File: src/rtl/core/wrs_pkg.sv
// shared types, constants and window arithmetic of the weekly relay time switch
package wrs_pkg;

    localparam int RELAYS  = 4;
    localparam int SLOTS   = 4;
    localparam int ENTRIES = RELAYS * SLOTS;
    localparam int RW      = (RELAYS > 1) ? $clog2(RELAYS) : 1;
    localparam int SW      = (SLOTS > 1) ? $clog2(SLOTS) : 1;
    localparam int AW      = (ENTRIES > 1) ? $clog2(ENTRIES) : 1;

    localparam int MIN_PER_HOUR = 60;
    localparam int MIN_PER_DAY  = 1440;
    localparam int WEEK_DAYS    = 7;

    localparam logic [1:0] OP_WRITE = 2'd0;
    localparam logic [1:0] OP_MODE  = 2'd1;
    localparam logic [1:0] OP_EVAL  = 2'd2;
    localparam logic [1:0] OP_NONE  = 2'd3;

    localparam logic [1:0] MODE_FORCE_OFF = 2'd0;
    localparam logic [1:0] MODE_ON        = 2'd1;
    localparam logic [1:0] MODE_SCHEDULED = 2'd2;

    typedef struct packed {
        logic [1:0]  opcode;
        logic [1:0]  relay;
        logic [1:0]  slot;
        logic [1:0]  mode;
        logic        entry_enabled;
        logic [6:0]  days_mask;
        logic [4:0]  start_hour;
        logic [5:0]  start_minute;
        logic [4:0]  stop_hour;
        logic [5:0]  stop_minute;
        logic [2:0]  now_day;
        logic [10:0] now_minute_of_day;
    } item_t;

    typedef struct packed {
        logic [3:0]  relay_on;
        logic [3:0]  relay_changed;
        logic        event_valid;
        logic [1:0]  event_relay;
        logic        event_turn_on;
        logic [4:0]  event_hour;
        logic [5:0]  event_minute;
        logic [13:0] event_in_minutes;
    } result_t;

    typedef struct packed {
        logic       en;
        logic [6:0] days;
        logic [4:0] sh;
        logic [5:0] sm;
        logic [4:0] eh;
        logic [5:0] em;
    } entry_t;

    typedef struct packed {
        logic        found;
        logic [13:0] delta;
    } occ_t;

    typedef struct packed {
        logic              done;
        logic [RELAYS-1:0] want;
        logic              ev_valid;
        logic [1:0]        ev_relay;
        logic              ev_on;
        logic [4:0]        ev_hour;
        logic [5:0]        ev_minute;
        logic [13:0]       ev_delta;
    } scan_stat_t;

    function automatic logic [10:0] minute_of(input logic [4:0] h, input logic [5:0] m);
        return 11'(h) * 11'(MIN_PER_HOUR) + 11'(m);
    endfunction

    function automatic logic entry_match(input entry_t e, input logic [2:0] day,
                                         input logic [10:0] now);
        logic [10:0] a;
        logic [10:0] b;
        logic [7:0]  m;
        logic        hit;
        a   = minute_of(e.sh, e.sm);
        b   = minute_of(e.eh, e.em);
        m   = {1'b0, e.days};
        hit = 1'b0;
        if (e.en && m[day] && (a != b))
        begin
            if (a < b)
            begin
                hit = (now >= a) && (now < b);
            end
            else
            begin
                hit = (now >= a) || (now < b);
            end
        end
        return hit;
    endfunction

    // first strictly future minute on a masked day, up to a week ahead
    function automatic occ_t next_occ(input logic [2:0] day, input logic [10:0] now,
                                      input logic [10:0] tgt, input logic [6:0] mask);
        occ_t               o;
        logic [7:0]         m;
        logic [3:0]         sum;
        logic [2:0]         d;
        logic signed [15:0] dk;
        o = '0;
        m = {1'b0, mask};
        for (int k = WEEK_DAYS; k >= 0; k--)
        begin
            sum = 4'(day) + 4'(k);
            if (sum >= 4'(2 * WEEK_DAYS))
            begin
                d = 3'(sum - 4'(2 * WEEK_DAYS));
            end
            else if (sum >= 4'(WEEK_DAYS))
            begin
                d = 3'(sum - 4'(WEEK_DAYS));
            end
            else
            begin
                d = 3'(sum);
            end
            dk = $signed(16'(k * MIN_PER_DAY)) + $signed({5'b0, tgt}) - $signed({5'b0, now});
            if (m[d] && !dk[15] && (dk != 16'sd0))
            begin
                o.found = 1'b1;
                o.delta = 14'(dk);
            end
        end
        return o;
    endfunction

endpackage

File: src/rtl/core/wrs_ram.sv
// generic simple dual-port ram with registered read
module wrs_ram #(
    parameter int WIDTH = 8,
    parameter int DEPTH = 16
) (
    input  logic                                       clk,
    input  logic                                       wr_en,
    input  logic [((DEPTH > 1) ? $clog2(DEPTH) : 1)-1:0] wr_addr,
    input  logic [WIDTH-1:0]                           wr_data,
    input  logic                                       rd_en,
    input  logic [((DEPTH > 1) ? $clog2(DEPTH) : 1)-1:0] rd_addr,
    output logic [WIDTH-1:0]                           rd_data
);

    logic [WIDTH-1:0] mem [DEPTH];
    logic [WIDTH-1:0] rd_data_reg;

    always_ff @(posedge clk)
    begin
        if (wr_en)
        begin
            mem[wr_addr] <= wr_data;
        end
        if (rd_en)
        begin
            rd_data_reg <= mem[rd_addr];
        end
    end

    assign rd_data = rd_data_reg;

endmodule

File: src/rtl/core/wrs_scan.sv
// table walk: window match and nearest switch event, one entry per SC_ON/SC_OFF state pair
module wrs_scan import wrs_pkg::*; (
    input  logic              clk,
    input  logic              rst_n,
    input  logic              start,
    input  logic [2:0]        day,
    input  logic [10:0]       now,
    input  logic [RELAYS-1:0] auto_mode,
    input  entry_t            rd_entry,
    output logic              rd_en,
    output logic [AW-1:0]     rd_addr,
    output scan_stat_t        stat
);

    typedef enum logic [3:0] {
        SC_IDLE = 4'b0001,
        SC_READ = 4'b0010,
        SC_ON   = 4'b0100,
        SC_OFF  = 4'b1000
    } scan_state_t;

    scan_state_t   state_reg, state_next;
    logic [RW-1:0] relay_reg, relay_next;
    logic [SW-1:0] slot_reg, slot_next;
    scan_stat_t    stat_reg, stat_next;

    logic [RW-1:0] relay_inc;
    logic [SW-1:0] slot_inc;
    logic [RW-1:0] addr_relay;
    logic [SW-1:0] addr_slot;
    logic [10:0]   a_min;
    logic [10:0]   b_min;
    logic [6:0]    off_mask;
    occ_t          occ;
    logic          live;
    logic          take;
    logic          last;

    always_comb
    begin
        a_min    = minute_of(rd_entry.sh, rd_entry.sm);
        b_min    = minute_of(rd_entry.eh, rd_entry.em);
        off_mask = (a_min > b_min) ? {rd_entry.days[5:0], rd_entry.days[6]} : rd_entry.days;
        occ      = (state_reg == SC_ON) ? next_occ(day, now, a_min, rd_entry.days)
                                        : next_occ(day, now, b_min, off_mask);
        live     = auto_mode[relay_reg] && rd_entry.en && (a_min != b_min);
        take     = live && occ.found && (!stat_reg.ev_valid || (occ.delta < stat_reg.ev_delta));
        last     = (int'(relay_reg) == RELAYS - 1) && (int'(slot_reg) == SLOTS - 1);

        if (int'(slot_reg) == SLOTS - 1)
        begin
            slot_inc  = '0;
            relay_inc = relay_reg + RW'(1);
        end
        else
        begin
            slot_inc  = slot_reg + SW'(1);
            relay_inc = relay_reg;
        end

        addr_relay = (state_reg == SC_OFF) ? relay_inc : relay_reg;
        addr_slot  = (state_reg == SC_OFF) ? slot_inc : slot_reg;
        rd_addr    = AW'(int'(addr_relay) * SLOTS + int'(addr_slot));
        rd_en      = (state_reg == SC_READ) || ((state_reg == SC_OFF) && !last);
    end

    always_comb
    begin
        state_next     = state_reg;
        relay_next     = relay_reg;
        slot_next      = slot_reg;
        stat_next      = stat_reg;
        stat_next.done = 1'b0;
        case (state_reg)
            SC_IDLE:
            begin
                if (start)
                begin
                    stat_next  = '0;
                    relay_next = '0;
                    slot_next  = '0;
                    state_next = SC_READ;
                end
            end
            SC_READ:
            begin
                state_next = SC_ON;
            end
            SC_ON:
            begin
                if (auto_mode[relay_reg] && entry_match(rd_entry, day, now))
                begin
                    stat_next.want[relay_reg] = 1'b1;
                end
                if (take)
                begin
                    stat_next.ev_valid  = 1'b1;
                    stat_next.ev_relay  = 2'(relay_reg);
                    stat_next.ev_on     = 1'b1;
                    stat_next.ev_hour   = rd_entry.sh;
                    stat_next.ev_minute = rd_entry.sm;
                    stat_next.ev_delta  = occ.delta;
                end
                state_next = SC_OFF;
            end
            SC_OFF:
            begin
                if (take)
                begin
                    stat_next.ev_valid  = 1'b1;
                    stat_next.ev_relay  = 2'(relay_reg);
                    stat_next.ev_on     = 1'b0;
                    stat_next.ev_hour   = rd_entry.eh;
                    stat_next.ev_minute = rd_entry.em;
                    stat_next.ev_delta  = occ.delta;
                end
                if (last)
                begin
                    stat_next.done = 1'b1;
                    state_next     = SC_IDLE;
                end
                else
                begin
                    relay_next = relay_inc;
                    slot_next  = slot_inc;
                    state_next = SC_ON;
                end
            end
            default:
            begin
                state_next = SC_IDLE;
            end
        endcase
    end

    always_ff @(posedge clk or negedge rst_n)
    begin
        if (!rst_n)
        begin
            state_reg <= SC_IDLE;
            relay_reg <= '0;
            slot_reg  <= '0;
            stat_reg  <= '0;
        end
        else
        begin
            state_reg <= state_next;
            relay_reg <= relay_next;
            slot_reg  <= slot_next;
            stat_reg  <= stat_next;
        end
    end

    assign stat = stat_reg;

endmodule

File: src/rtl/core/weekly_relay_time_switch.sv
// top level of the weekly relay time switch: item handling, relay state and result register
//
// Each transaction is one item: a schedule entry write, a relay mode set or an evaluation at a
// weekday and minute, and each gives exactly one result. An evaluation walks the schedule
// memory through its single read port, checking each entry for its on and off events.
// Items are taken one at a time; a finished result waits in the output register while the
// next item is accepted. The schedule memory needs no clearing pass: entries never written
// read as disabled.
module weekly_relay_time_switch import wrs_pkg::*; (
    input  logic    clk,
    input  logic    rst_n,
    input  logic    item_valid,
    output logic    item_stall,
    input  item_t   item,
    output logic    result_valid,
    input  logic    result_stall,
    output result_t result
);

    typedef enum logic [2:0] {
        ST_IDLE = 3'b001,
        ST_SCAN = 3'b010,
        ST_PUSH = 3'b100
    } top_state_t;

    top_state_t        state_reg, state_next;
    logic [1:0]        mode_reg [RELAYS];
    logic [1:0]        mode_next [RELAYS];
    logic [RELAYS-1:0] relay_state_reg, relay_state_next;
    logic [ENTRIES-1:0] valid_reg, valid_next;
    logic              rd_valid_reg;
    logic              out_valid_reg, out_valid_next;
    logic [2:0]        day_reg;
    logic [10:0]       now_reg;
    result_t           res_reg, res_next;
    result_t           out_reg, out_next;

    logic              accept;
    logic              wr_en;
    logic [AW-1:0]     wr_addr;
    entry_t            wr_entry;
    logic              rd_en;
    logic [AW-1:0]     rd_addr;
    logic [$bits(entry_t)-1:0] ram_q;
    entry_t            rd_entry;
    logic [RELAYS-1:0] auto_mode;
    logic [RELAYS-1:0] want_vec;
    scan_stat_t        stat;
    result_t           eval_res;
    result_t           plain_res;

    assign item_stall = (state_reg != ST_IDLE);
    assign accept     = item_valid && !item_stall;

    assign wr_en   = accept && (item.opcode == OP_WRITE) && (int'(item.relay) < RELAYS)
                     && (int'(item.slot) < SLOTS);
    assign wr_addr = AW'(int'(item.relay) * SLOTS + int'(item.slot));

    always_comb
    begin
        wr_entry.en   = item.entry_enabled;
        wr_entry.days = item.days_mask;
        wr_entry.sh   = item.start_hour;
        wr_entry.sm   = item.start_minute;
        wr_entry.eh   = item.stop_hour;
        wr_entry.em   = item.stop_minute;
    end

    wrs_ram #(
        .WIDTH ($bits(entry_t)),
        .DEPTH (ENTRIES)
    ) u_ram (
        .clk     (clk),
        .wr_en   (wr_en),
        .wr_addr (wr_addr),
        .wr_data (wr_entry),
        .rd_en   (rd_en),
        .rd_addr (rd_addr),
        .rd_data (ram_q)
    );

    assign rd_entry = rd_valid_reg ? entry_t'(ram_q) : '0;

    always_comb
    begin
        for (int i = 0; i < RELAYS; i++)
        begin
            auto_mode[i] = (mode_reg[i] != MODE_FORCE_OFF) && (mode_reg[i] != MODE_ON);
            want_vec[i]  = (mode_reg[i] == MODE_ON) || (auto_mode[i] && stat.want[i]);
        end
    end

    wrs_scan u_scan (
        .clk       (clk),
        .rst_n     (rst_n),
        .start     (accept && (item.opcode == OP_EVAL)),
        .day       (day_reg),
        .now       (now_reg),
        .auto_mode (auto_mode),
        .rd_entry  (rd_entry),
        .rd_en     (rd_en),
        .rd_addr   (rd_addr),
        .stat      (stat)
    );

    always_comb
    begin
        eval_res                  = '0;
        eval_res.relay_on         = 4'(want_vec);
        eval_res.relay_changed    = 4'(want_vec ^ relay_state_reg);
        eval_res.event_valid      = stat.ev_valid;
        eval_res.event_relay      = stat.ev_relay;
        eval_res.event_turn_on    = stat.ev_on;
        eval_res.event_hour       = stat.ev_hour;
        eval_res.event_minute     = stat.ev_minute;
        eval_res.event_in_minutes = stat.ev_delta;
        plain_res                 = '0;
        plain_res.relay_on        = 4'(relay_state_reg);
    end

    always_comb
    begin
        state_next       = state_reg;
        relay_state_next = relay_state_reg;
        res_next         = res_reg;
        out_next         = out_reg;
        out_valid_next   = out_valid_reg;
        mode_next        = mode_reg;
        valid_next       = valid_reg;

        if (out_valid_reg && !result_stall)
        begin
            out_valid_next = 1'b0;
        end
        if (wr_en)
        begin
            valid_next[wr_addr] = 1'b1;
        end
        if (accept && (item.opcode == OP_MODE))
        begin
            for (int i = 0; i < RELAYS; i++)
            begin
                if (int'(item.relay) == i)
                begin
                    mode_next[i] = item.mode;
                end
            end
        end

        case (state_reg)
            ST_IDLE:
            begin
                if (accept)
                begin
                    if (item.opcode == OP_EVAL)
                    begin
                        state_next = ST_SCAN;
                    end
                    else
                    begin
                        res_next   = plain_res;
                        state_next = ST_PUSH;
                    end
                end
            end
            ST_SCAN:
            begin
                if (stat.done)
                begin
                    relay_state_next = want_vec;
                    res_next         = eval_res;
                    state_next       = ST_PUSH;
                end
            end
            ST_PUSH:
            begin
                if (!out_valid_reg || !result_stall)
                begin
                    out_next       = res_reg;
                    out_valid_next = 1'b1;
                    state_next     = ST_IDLE;
                end
            end
            default:
            begin
                state_next = ST_IDLE;
            end
        endcase
    end

    always_ff @(posedge clk or negedge rst_n)
    begin
        if (!rst_n)
        begin
            state_reg       <= ST_IDLE;
            relay_state_reg <= '0;
            valid_reg       <= '0;
            rd_valid_reg    <= 1'b0;
            out_valid_reg   <= 1'b0;
            for (int i = 0; i < RELAYS; i++)
            begin
                mode_reg[i] <= MODE_FORCE_OFF;
            end
        end
        else
        begin
            state_reg       <= state_next;
            relay_state_reg <= relay_state_next;
            valid_reg       <= valid_next;
            out_valid_reg   <= out_valid_next;
            mode_reg        <= mode_next;
            if (rd_en)
            begin
                rd_valid_reg <= valid_reg[rd_addr];
            end
        end
    end

    always_ff @(posedge clk)
    begin
        if (accept)
        begin
            day_reg <= item.now_day;
            now_reg <= item.now_minute_of_day;
        end
        res_reg <= res_next;
        out_reg <= out_next;
    end

    assign result_valid = out_valid_reg;
    assign result       = out_reg;

endmodule

File: config.mk
export PLATFORM = sky130hd
export DESIGN_NAME = weekly_relay_time_switch
export DESIGN_NICKNAME = d
export VERILOG_FILES = /design/src/rtl/core/wrs_pkg.sv /design/src/rtl/core/wrs_ram.sv /design/src/rtl/core/wrs_scan.sv /design/src/rtl/core/weekly_relay_time_switch.sv
export SDC_FILE = /design/constraint.sdc
export NUM_CORES = 1
export LEC_CHECK = 0
export ABC_AREA = 1
export BUFFER_PORTS_ARGS = -buffer_cell sky130_fd_sc_hd__buf_4
export CORE_UTILIZATION = 45
export CTS_CLUSTER_DIAMETER = 100
export CTS_CLUSTER_SIZE = 30
export DETAILED_ROUTE_END_ITERATION = 16
export GPL_ROUTABILITY_DRIVEN = 0
export GPL_TIMING_DRIVEN = 0
export PLACE_DENSITY = 0.65
export SLEW_MARGIN = 25
export SYNTH_ARGS = -nofsm -noshare
export SYNTH_HDL_FRONTEND = slang
export SYNTH_SLANG_ARGS = --single-unit
File: constraint.sdc
create_clock -name clk -period 9.7 [get_ports clk]
set_input_delay 0.485 -clock clk [delete_from_list [all_inputs] [get_ports clk]]
set_output_delay 0.485 -clock clk [all_outputs]
set_load 0.005 [all_outputs]
==> reports/results.txt, run 1 <==
H-tree lvl count - 1
worst slack at placement - -0.980 ns
post-route worst hold slack - 0.0324 ns
EDFF count, synth - 598
result of the run - finished, final reports clean
worst slew pin tran - 1.17 ns
max-capacitance violation count - 0
crit start category - flip-flop
library cell with the largest summed area after synthesis - edfxtp_1
Synth async-reset ratio - 0.111
Starting Density - 0.457
cells on worst reg2reg path - 52
number of register bits inferred by synthesis - 673
Hold Path Class - in -> reg
Global Route Usage Sum - 0.267
top cell type's share of synthesized area - 0.486
number of instances on the worst hold path - 1
clock-pin slew reported for the worst setup and hold paths after clock tree synthesis - 0.12 ns
routed wire length - 114 mm
remaining design rule violation count - 0
total via count after detailed routing - 30,000
GRT Residual Overflow - 0
antenna violations before repair - 5
Final Instance Area - 41,200 um2
Power, Total - 0.00514 W
maximum single-stage delay on the critical path - 0.52 ns
number of filler cells placed in the layout - 7,453
number of nets with antenna violations after detailed routing - 0
number of CTS-inserted buffers - 28
most frequent standard cell in the layout excluding fill and tap cells - nand2_1
die width - 289 um
Achievable Freq - 0.109 GHz
largest cells by area after synthesis - edfxtp_1 49%, nand2_1 6.7%, ha_1 6.2%
Port Buffer Count - 94
clock period minus final worst setup slack - 9.14 ns
die area - 83,300 um2
count of distinct cell types in the synthesized netlist - 59
source-to-sink clock delay at the later pin of the worst-skew pair - 0.70 ns
leading cell types in the layout, fill and taps excluded - 652 x nand2_1, 598 x edfxtp_1, 424 x nor2_1
average routed wire per standard cell - 22.2 um
final cycle utilization of the critical path - 0.942
syn avg cell area - 9.50 um2
Post-Route Setup TNS - 0 ns
most frequent cell on the critical path - nand2_1
root buffer cell - clkbuf_16
slowest stage cell on the critical path - fa_1
clock sink count - 673
data arrival time of the critical path - 9.73 ns
post-synthesis to final-layout area growth - 11.3%
worst setup skew after layout - 0.0691 ns
fraction of layout instances using a drive strength above 1 - 0.0809
clock tree from TritonCTS - yes
final count of hold timing violations - 0
pin count of the biggest net entering global routing - 76
Netlist Area Pre-Place - 37,000 um2
standard-cell row count - 104
category of the critical setup timing path - reg -> reg
Max clock buf depth - 3
count of endpoints failing setup in the final report - 0
CP Data Required Time - 10.29 ns
worst-path fanout max - 11
number of flip-flops in the largest register - 480
Reg area - 19,800 um2
half-perimeter wire length of the detailed placement result - 83.1 mm
max-slew violations - 0
Die H - 289 um
register area share after synthesis - 0.536
num ports - 95
synthesized net count - 4,151
Via-to-Cell Ratio - 5.83
maximum ir drop on the vdd rail - 0.171 mV
wire length of the first global-routing pass - 168 mm
number of detailed-route iterations in the first pass - 8
Worst slew margin - 0.211
Leakage Power - 16.5 nW
area occupied by multi-input gates - 15,300 um2
placed standard-cell area - 39,900 um2
Post-Synthesis Cells - 3,893
critical path endpoint category - flip-flop
total core area - 80,900 um2
Ys Warns - 0
final worst slack - 0.560 ns
main flop type after synthesis - edfxtp_1
via count of the first global-routing pass - 28,200
final net count - 4,326
power per unit of standard cell area - 125 nW/um2
number of violations reported at the end of detailed-routing iteration 0 - 3,272
[power breakdown]
| part | switching (W) | leakage [nW] | internal [W] |
|---|---|---|---|
| combinational | 0.000361 | 9.75 | 0.000141 |
| clock | 0.000917 | 0.407 | 0.000559 |
| sequential | 0.00000188 | 6.37 | 0.00316 |
[worst paths after layout]
kind                              start         endpoint  slack [ns]
setup / recovery           rd_valid_reg   u_scan.stat[4]        0.56
hold / removal                 item[10]      now_reg[10]        0.03
setup reg to reg           rd_valid_reg   u_scan.stat[4]        0.56
hold reg to reg              res_reg[1]        result[1]        0.43
max in group asynchronous         rst_n     rd_valid_reg        8.75
min in group asynchronous         rst_n  u_scan.stat[11]        0.39
[cells in the mapped netlist (all sizes together) (73+ instances only)]
cell type    n
a21oi      172
clkbuf     127
dfrtp       73
edfxtp     598
ha         184
inv        418
nand2      686
nand3      191
nor2       452
o211ai      82
o21ai      429
o22ai       79
xor2        89
[layout make-up]
| class | count | share of cell area |
|---|---|---|
| Antenna cell | 2 | 0.000122 |
| Clock buffer | 33 | 0.0177 |
| Multi-Input combinational cell | 2654 | 0.372 |
| Sequential cell | 673 | 0.482 |
| Tap cell | 1060 | 0.0322 |
| Clock inverter | 6 | 0.00277 |
| Inverter | 419 | 0.0384 |
| Timing Repair Buffer | 145 | 0.0394 |
| Buffer | 147 | 0.0153 |
[repair_timing]
action | CTS | global route
gates resized for setup | 14 | 60
setup buffers | 2 | 16
pin swaps | 0 | 7
hold buffers | 4 | 0
endpoints found under the hold margin | 7 | 0
endpoints found under the setup margin | 29 | 29
[worst max-delay path, delay by kind of cell (launching register included)]
kind	cells	cell delay, ns
AND/OR/NAND/NOR	24	3.05
adder cells (fa/ha/maj)	6	2.41
XOR/XNOR	1	0.26
buffers and inverters	11	1.47
AO/OA/AOI/OAI	10	1.42
flip-flops	1	0.45
[through the flow]
stage	util	std cells
after global routing	0.508	5138
after CTS	0.505	5121
final	0.508	5139
after global placement	0.482	5047
after floorplan	-	3893
after detailed placement	0.493	5076
[logic make-up after synthesis]
| kind of cell | share of synthesized area |
|---|---|
| compound gates | 0.144 |
| xor+xnor | 0.0272 |
| buf+inv | 0.0588 |
| fa+ha+maj | 0.0720 |
| simple gates | 0.161 |
| flops | 0.536 |
[routing by layer]
metal  wire length, um  GRT usage  vias up
met4              4960      0.111        4
met1             44500      0.342    14300
met3              8820     0.0329      295
met5                26          0        -
met2             55500      0.459     1459
li1                  -          -    13900
No activity file was read; power rests on OpenSTA's default activity.
==> run 2: changes to the inputs <==
==> constraint.sdc (replaced) <==
create_clock -name clk -period 11.76 [get_ports clk]
set_input_delay 0.588 -clock clk [delete_from_list [all_inputs] [get_ports clk]]
set_output_delay 0.588 -clock clk [all_outputs]
set_load 0.005 [all_outputs]
==> reports/results.txt, run 2 (synthesis gave the netlist of run 1 again) <==
result of the run - finished, final reports clean
startpoint of the worst-slack reg-to-reg timing path - rd_valid_reg
number of CTS-inserted buffers - 28 (unchanged)
Leakage Power - 16.4 nW (-0.75%)
max-capacitance violation count - 0 (unchanged)
Power Internal - 0.00318 W (-18%)
Max clock buf depth - 3 (unchanged)
Achievable Freq - 0.0926 GHz (-15%)
Hold Path Class - in -> reg
CTS Hold Bufs - 0 (-4)
clock-pin slew reported for the worst setup and hold paths after clock tree synthesis - 0.12 ns (about the same)
clock period minus final worst setup slack - 10.80 ns (+1.66 ns)
Power, Total - 0.00423 W (-18%)
endpoint of the most critical setup path - u_scan.stat[12]
critical path endpoint category - flip-flop
power per unit of standard cell area - 104 nW/um2 (-17%)
H-tree lvl count - 1 (unchanged)
number of flip-flops in the largest register - 480 (unchanged)
setup repair after global routing missed its margin - false
antenna violations before repair - 5 (unchanged)
number of instances on the worst hold path - 1 (unchanged)
data arrival time of the critical path - 11.39 ns (+1.66 ns)
average routed wire per standard cell - 22.1 um (-0.12%)
number of detailed-route iterations in the first pass - 9 (+1)
source-to-sink clock delay at the later pin of the worst-skew pair - 0.69 ns (about the same)
Via-to-Cell Ratio - 5.83 (about the same)
worst-path fanout max - 10 (-1)
Worst slew margin - 0.176 (-0.0347)
number of violations reported at the end of detailed-routing iteration 0 - 3,457 (+5.7%)
worst slew pin tran - 1.22 ns (+0.0515 ns)
Starting Density - 0.457 (unchanged)
relative contribution of combinational cells to total power - 0.098 (about the same)
origin of the worst setup path - rd_valid_reg
Post-Route Setup TNS - 0 ns (unchanged)
die area - 83,300 um2 (unchanged)
number of filler cells placed in the layout - 7,487 (+0.46%)
final worst slack - 0.956 ns (+0.396 ns)
routed wire length - 113 mm (-0.55%)
maximum ir drop on the vdd rail - 0.142 mV (-17%)
placed standard-cell area - 39,900 um2 (unchanged)
via count of the first global-routing pass - 28,100 (-0.13%)
remaining design rule violation count - 0 (unchanged)
clock tree from TritonCTS - yes
category of the critical setup timing path - reg -> reg
max-slew violations - 0 (unchanged)
worst setup skew after layout - 0.0646 ns (-0.00447 ns)
final count of hold timing violations - 0 (unchanged)
most frequent standard cell in the layout excluding fill and tap cells - nand2_1
num ports - 95 (unchanged)
area occupied by multi-input gates - 15,100 um2 (-1.2%)
part of the total power dissipated in sequential elements - 0.616 (about the same)
clock power share - 0.286 (about the same)
clock sink count - 673 (unchanged)
count of endpoints failing setup in the final report - 0 (unchanged)
crit start category - flip-flop
post-route worst hold slack - 0.118 ns (+0.0857 ns)
die width - 289 um (unchanged)
total core area - 80,900 um2 (unchanged)
most frequent cell on the critical path - nand2_1
Die H - 289 um (unchanged)
fraction of layout instances using a drive strength above 1 - 0.0646 (-0.0163)
CTS resizes - 0 (-14)
pin count of the biggest net entering global routing - 76 (unchanged)
worst slack at placement - 1.08 ns (+2.06 ns)
root buffer cell - clkbuf_16
post-synthesis to final-layout area growth - 10.2%
CP Data Required Time - 12.34 ns (+2.05 ns)
Port Buffer Count - 94 (unchanged)
half-perimeter wire length of the detailed placement result - 83.1 mm (unchanged)
Final Instance Area - 40,800 um2 (-0.93%)
flop-to-flop setup slack - 0.96 ns (+0.40 ns)
cells on worst reg2reg path - 51 (-1.9%)
Reg area - 19,800 um2 (about the same)
GRT Residual Overflow - 0 (unchanged)
total via count after detailed routing - 29,800 (-0.46%)
standard-cell row count - 104 (unchanged)
number of nets with antenna violations after detailed routing - 0 (unchanged)
final net count - 4,305 (-0.49%)
count of buffers added by post-CTS timing repair for setup - 0 (-2)
wire length of the first global-routing pass - 168 mm (about the same)
leading cell types in the layout, fill and taps excluded - 661 x nand2_1, 598 x edfxtp_1, 428 x nor2_1
Net Sw Power - 0.00105 W (-18%)
maximum single-stage delay on the critical path - 0.52 ns (about the same)
switching part of the total - 0.248 (-0.00103)
Global Route Usage Sum - 0.267 (about the same)
slowest stage cell on the critical path - fa_1
final cycle utilization of the critical path - 0.919 (-0.0236)
Reg2Reg Capture Point - u_scan.stat[12]
-- run 2: cell types whose count changed in the layout (fill, tap and decap cells not counted), sizes merged --
cell and change:
buf -17, clkbuf -1, clkinvlp -2, diode -1
dlygate4sd3 -3, inv +2
-- run 2: worst min-delay path by stage --
stage	start	end	slack (ns)
5_1_grt	item[0]	now_reg[0]	0.08
4_1_cts	item[1]	now_reg[1]	0.09
6_report	item[1]	now_reg[1]	0.12
3_5_place_dp	res_reg[16]	result[16]	0.41
3_3_place_gp	res_reg[21]	result[21]	0.40
2_1_floorplan	rst_n	mode_reg[0]	0.29
-- run 2: worst max-delay path, delay by kind of cell (launching register included) --
kind,cells,cell delay (ns)
buffers and inverters,13,2.70
AOI/OAI and AO/OA,9,1.67
xor gates and xnor gates,2,0.40
adders and majority gates,7,2.76
and+or+nand+nor,20,2.69
DFF,1,0.51
-- run 2: layout make-up --
cell class / count / area share
Sequential cell: 673 / 0.487
Multi-Input combinational cell: 2654 / 0.371
Inverter: 419 / 0.0386
Timing Repair Buffer: 124 / 0.0358
Tap cell: 1060 / 0.0325
Clock buffer: 33 / 0.0179
Buffer: 147 / 0.0148
Clock inverter: 6 / 0.00279
Antenna cell: 1 / 0.0000614
-- run 2: power by group through the flow --
stage               Sequential, W  Combinational (W)  Clock (W)
floorplan                 0.00266           0.000212          0
global placement          0.00266           0.000391          0
detailed placement        0.00266           0.000401          0
CTS                       0.00261           0.000402    0.00122
global route              0.00261           0.000440    0.00130
finish                    0.00261           0.000413    0.00121
-- run 2: per-stage QoR --
step           instances  utilization
2_1_floorplan       3893            -
3_3_place_gp        5047        0.482
3_5_place_dp        5076        0.493
4_1_cts             5115        0.504
5_1_grt             5117        0.504
6_report            5117        0.504
-- run 2: metal layers --
metal,GRT usage,share of wire
met1,0.341,0.39
met2,0.459,0.49
met3,0.0337,0.075
met4,0.113,0.044
met5,0,0.00032
